## src/rtl/lkvc_pkg.sv

```systemverilog
// shared types and constants for the lru key/value cache
package lkvc_pkg;

   localparam int KEY_BITS        = 32;
   localparam int VALUE_PORT_BITS = 64;
   localparam int CSR_BITS        = 7;

   localparam logic [CSR_BITS-1:0] CAP_RESET = 7'd64;

   localparam logic CMD_LOOKUP = 1'b0;
   localparam logic CMD_INSERT = 1'b1;

   typedef enum logic [3:0] {
      ST_CLEAR,
      ST_IDLE,
      ST_SCAN,
      ST_SCAN_WAIT,
      ST_DECIDE,
      ST_FETCH,
      ST_UPDATE,
      ST_UPD_WAIT,
      ST_DONE
   } state_type;

   typedef struct packed {
      logic clear;
      logic sample;
      logic is_insert;
   } scan_ctl_type;

endpackage

```

## src/rtl/lkvc_select.sv

```systemverilog
// scan selector: best key match, least recent entry and first free slot
module lkvc_select #(
   parameter int IDX_BITS  = 6,
   parameter int RANK_BITS = 6
) (
   input  logic                   clock,
   input  logic                   reset,
   input  lkvc_pkg::scan_ctl_type ctl,
   input  logic                   entry_valid,
   input  logic [RANK_BITS-1:0]   entry_rank,
   input  logic                   key_match,
   input  logic [IDX_BITS-1:0]    entry_idx,
   output logic                   found,
   output logic [IDX_BITS-1:0]    slot,
   output logic [RANK_BITS-1:0]   rank,
   output logic                   free_found,
   output logic [IDX_BITS-1:0]    free_slot
);
   import lkvc_pkg::*;

   logic                 found_ff, found_in;
   logic                 free_found_ff, free_found_in;
   logic [IDX_BITS-1:0]  slot_ff, slot_in;
   logic [RANK_BITS-1:0] rank_ff, rank_in;
   logic [IDX_BITS-1:0]  free_slot_ff, free_slot_in;
   logic                 take;
   logic                 take_free;

   always_comb begin
      if (ctl.is_insert) begin
         take = entry_valid && (!found_ff || entry_rank > rank_ff);
      end else begin
         take = entry_valid && key_match && (!found_ff || entry_rank < rank_ff);
      end
      take_free = ctl.is_insert && !entry_valid && !free_found_ff;

      found_in      = found_ff;
      slot_in       = slot_ff;
      rank_in       = rank_ff;
      free_found_in = free_found_ff;
      free_slot_in  = free_slot_ff;
      if (ctl.clear) begin
         found_in      = 1'b0;
         free_found_in = 1'b0;
      end else if (ctl.sample) begin
         if (take) begin
            found_in = 1'b1;
            slot_in  = entry_idx;
            rank_in  = entry_rank;
         end
         if (take_free) begin
            free_found_in = 1'b1;
            free_slot_in  = entry_idx;
         end
      end
   end

   always_ff @(posedge clock) begin
      if (reset) begin
         found_ff      <= 1'b0;
         free_found_ff <= 1'b0;
      end else begin
         found_ff      <= found_in;
         free_found_ff <= free_found_in;
      end
   end

   always_ff @(posedge clock) begin
      slot_ff      <= slot_in;
      rank_ff      <= rank_in;
      free_slot_ff <= free_slot_in;
   end

   assign found      = found_ff;
   assign slot       = slot_ff;
   assign rank       = rank_ff;
   assign free_found = free_found_ff;
   assign free_slot  = free_slot_ff;

endmodule

```

## config.mk

```make
export PLATFORM = sky130hd
export DESIGN_NAME = lkvc_select
export DESIGN_NICKNAME = d
export VERILOG_FILES = /design/src/rtl/lkvc_pkg.sv /design/src/rtl/lkvc_select.sv
export SDC_FILE = /design/constraint.sdc
export NUM_CORES = 1
export LEC_CHECK = 0
export ABC_CLOCK_PERIOD_IN_PS = 2800
export BUFFER_PORTS_ARGS = -buffer_cell sky130_fd_sc_hd__buf_4
export CAP_MARGIN = 20
export CORE_UTILIZATION = 47
export CTS_CLUSTER_SIZE = 30
export DETAILED_ROUTE_END_ITERATION = 12
export MAX_ROUTING_LAYER = met4
export PLACE_DENSITY = 0.92
export SLEW_MARGIN = 25
export SYNTH_ARGS = -nofsm -noshare
export SYNTH_HDL_FRONTEND = slang
export SYNTH_SLANG_ARGS = --single-unit
```

## constraint.sdc

```tcl
create_clock -name clock -period 2.8 [get_ports clock]
set_input_delay 0.14 -clock clock [delete_from_list [all_inputs] [get_ports clock]]
set_output_delay 0.14 -clock clock [all_outputs]
set_load 0.02 [all_outputs]
```

* Word level (Yosys, flattened, before mapping)
Index checks and enable logic that the tools add are counted. Widths: inputs -> output; s select.
Storage, ports and cells: bits in registers 20, latch bits 0, RAM bits 0, ROM bits 0, bits of input ports 19, output and inout bits 20, logic and storage cells 24, memories 0
Cells by class: $add $sub $neg 0, $mul 0, divide/modulo/power cells 0, order comparisons 2, eq/ne operators 0, shifts and indexed selects 0, muxes and demuxes 1, bitwise logic cells 1, reductions and logical operators 15
Operators with widths (count):
- $gt 6x6->1 | 1
- $lt 6x6->1 | 1
- $reduce_and 3->1 | 2
- $logic_and 1x1->1 | 5
- $reduce_and 2->1 | 2
- $logic_not 1->1 | 3
- $logic_or 1x1->1 | 2
- $reduce_or 2->1 | 1
- $mux 1 | 1
- $not 1->1 | 1

* Logic depth before layout (Yosys ltp)
word-level depth 5, depth in mapped cells 6

* Worst setup path after synthesis
No wires, ideal clock.
kind register to register, from register rank_ff[5], in the netlist rank[5], to register rank_ff[0], in the netlist rank[0], enable pin, arrival time 1.693 ns, data required time 2.418 ns, setup slack 0.725 ns, cell stages (with the launch flop) 7, buffers on the path 0, period minus slack after synthesis 2.075 ns, cells stage by stage edfxtp_1 > inv_1 > ha_1 > nand3_1 > a21oi_1 > a2bb2oi_1 > o21ai_1
On the way: cells in the longest elaborated chain, start to end 5, elaborated cells between the ends (all ways) 8, those cells by class order compare: 2; mux: 1; reduce/logical: 5
RTL lines:
- start: declaration | line lkvc_select.sv:24 | logic [RANK_BITS-1:0] rank_ff, rank_in;
- start signal: assignment | line lkvc_select.sv:70 | rank_ff <= rank_in;
- $lt 6x6->1 or $gt 6x6->1 (tied branches) | line lkvc_select.sv:33, lkvc_select.sv:31
- $logic_or 1x1->1, on equally long branches | line lkvc_select.sv:33, lkvc_select.sv:31
- $logic_and 1x1->1, on equally long branches | line lkvc_select.sv:33, lkvc_select.sv:31
- $mux 1 (*) | line lkvc_select.sv:30 | if (ctl.is_insert) begin
- $reduce_and 3->1 (no source line) (*)
Every way passes the cells marked *; elsewhere a longest branch is shown, timed or not. A chain may end at the register's enable or synchronous reset.

* Worst setup path in the final report
from input port entry_rank[4], to register rank_ff[3], in the netlist rank[3], enable pin
On the way: cells in the longest elaborated chain, start to end 5, elaborated cells between the ends (all ways) 8, those cells by class order compare: 2; mux: 1; reduce/logical: 5
RTL lines:
- start: declaration | line lkvc_select.sv:10 | input logic [RANK_BITS-1:0] entry_rank,
- $lt 6x6->1 or $gt 6x6->1 (tied branches) | line lkvc_select.sv:33, lkvc_select.sv:31
- $logic_or 1x1->1, on equally long branches | line lkvc_select.sv:33, lkvc_select.sv:31
- $logic_and 1x1->1, on equally long branches | line lkvc_select.sv:33, lkvc_select.sv:31
- $mux 1 (*) | line lkvc_select.sv:30
- $reduce_and 3->1 (no source line) (*)
Marks and branches as above.

==> results.md <==
- Bufs on Longest Clock Path: 2
- Area growth syn-to-layout: 48.4%
- Flops & latches, synth: 20
- Mapped Nets: 82
- Area share of the largest cell type after synthesis: 65.6%
- Rows: 14
- IR drop worst, VDD: 0.289 mV
- Ys Warns: 0
- CP delay by family, top: buffers and inverters
- Number of global-route vias before repair: 599
- Resized Gates After CTS: 0
- Synth Instances: 57
- I/O Buffers: 38
- Crit-path max cell delay: 540 ps
- Syn_area_per_cell: 14.5 um^2
- Worst-path cell chain: dlygate4sd3_1 -> buf_4 -> ha_1 -> nand3_1 -> a21oi_1 -> a2bb2oi_1 -> o21ai_1 -> buf_4
- Vias per cell: 5.22
- Place WS: 766 ps
- Clock Pin Slew Worst Setup and Hold Paths: 110 ps
- Pins over their slew limit: 0
- Worst Path Required: 2820 ps
- Met2 Use GR: 31.9%
- Slew @ Worst Pin: 520 ps
- DR DRC count: 2
- RSZ-0062 raised after global routing: no
- Antenna diodes: 0
- IO Pins: 39
- Most common cell after layout, fill and taps aside: buf_4
- WL/cell: 14.1 um
- Placed wire-length estimate: 1280 um
- Initial Utilization: 52.3%
- Slack of the critical path: 672 ps
- Synth top area cells: edfxtp_1 66%, ha_1 9.1%, dfxtp_1 4.9%
- Register area share after synthesis: 70.4%
- Fin crit share: 76.0%
- Die Area: 0.00193 mm^2
- Max transition margin: 65.2%
- Iteration-0 DRC Markers: 3
- Final min period: 2130 ps
- Total core area: 0.00158 mm^2
- Placed cell area: 0.00114 mm^2
- Nets: 132
- Most frequent cells in the layout: 39 x buf_4, 18 x edfxtp_1, 9 x inv_1
- # setup viols final: 0
- CTS sink cnt: 20
- H-tree depth: 1
- DR vias: 637
- # fillers: 102
- Design Area, Final: 0.00122 mm^2
- WL final: 1720 um
- Worst path bufs/invs: 3
- Largest net degree at the start of global routing: 12
- CP dominant cell by count: buf_4
- Synth unique cells: 20
- CTS root buffer: clkbuf_4
- Post-DRT Antenna Nets: 0
- CTS tree: done
- Status: complete, but fails checks
- Grt ovf: 0
- Synth Cell Area: 825 um^2
- Failing checks: DRC
- Die X: 43.9 um
- Met3 GRT Util: 6.25%
- Achievable frequency: 470 MHz
- Global-route wire length before repair: 2610 um
- CP Max Fanout: 7
- Total CTS buffers: 3
- Hold buffers post-CTS: 1
- TNS Setup: 0 ps
- Maxcap violations: 0
- Met1 Use GR: 22.8%
- Routability cong.: 0.746
- Final Power: 0.556 mW
- GRT Util Overall: 20.5%
- Layout cells sized above 1: 41.5%
- Worst Setup End Kind: flop
- Die Y: 43.9 um
- PwrDens: 454 mW/mm^2
- Clock Skews: 5.23 ps
- CP startpoint kind: primary input
- Leak: 0.552 nW
- Worst min-delay path class: primary input to flop
- Worst skew pair latency: 300 ps
- Setup CP Type: primary input to flop
- Post-synth top area cell: edfxtp_1
- Critical-path top delay cell: dlygate4sd3_1
- Worst Path Arrival: 2150 ps
- Initial antenna violation count: 0
- Most Crowded Layer GR: met2
- Drt pass-1 iters: 10
- Final hold viol count: 0
- Postcts setup bufs: 0
logic make-up after synthesis:
kind of cell    Yosys count  synth area share, %
mux                       1                 1.21
fa+ha+maj                 6                 9.10
flops                    20                 70.4
buf+inv                   9                 4.10
compound gates            9                 6.98
simple gates             12                 8.19
Yosys cell counts, drive strengths merged:
master   instances
edfxtp          18
inv              9
ha               6
a21oi            3
nor2             3
a31oi            2
dfxtp            2
nand4            2
nor3             2
o21ai            2
a21o             1
a2bb2oi          1
and3             1
mux2i            1
nand3            1
nand3b           1
nand4b           1
or2              1
path summary, 6_finish.rpt:
check                 end  slack (ps)           from  cells past startpoint
max reg2reg       rank[3]         760        rank[5]                      7
min          free_slot[4]          10   entry_idx[4]                      1
min reg2reg    free_found         570     free_found                      2
max               rank[3]         670  entry_rank[4]                      8
registers in the layout, indices dropped and copies added (netlist names):
register / count
found: 1
free_found: 1
free_slot: 6
rank: 6
slot: 6
layer usage:
layer	vias to the layer above	part of all wire, %
li1	308	-
met1	299	38
met2	25	54
met3	5	5.4
met4	0	2.6
met5	-	0
power breakdown:
part	total (mW)	switching (mW)	internal, mW
sequential	0.338	0.00341	0.335
clock	0.137	0.0846	0.0521
combinational	0.0808	0.0382	0.0426
total	0.556	0.126	0.430
metrics by stage:
stage,util (%),cells,hold slack [ps]
after floorplan,-,57,217
after global placement,72.1,112,315
after global routing,77.6,122,0.521
after detailed placement,72.1,112,317
final,77.6,122,14.2
after CTS,74.4,117,3.68
area by class of cell:
cell class                      instances  area (um^2)  share of cell area (%)
Tap cell                               16         20.0                    1.64
Multi-Input combinational cell         28          210                    17.2
Timing Repair Buffer                   45          353                    28.8
Inverter                                9         33.8                    2.76
Clock buffer                            3         22.5                    1.84
Clock inverter                          1         3.75                   0.307
Sequential cell                        20          581                    47.4
No activity file was read; power rests on OpenSTA's default activity.
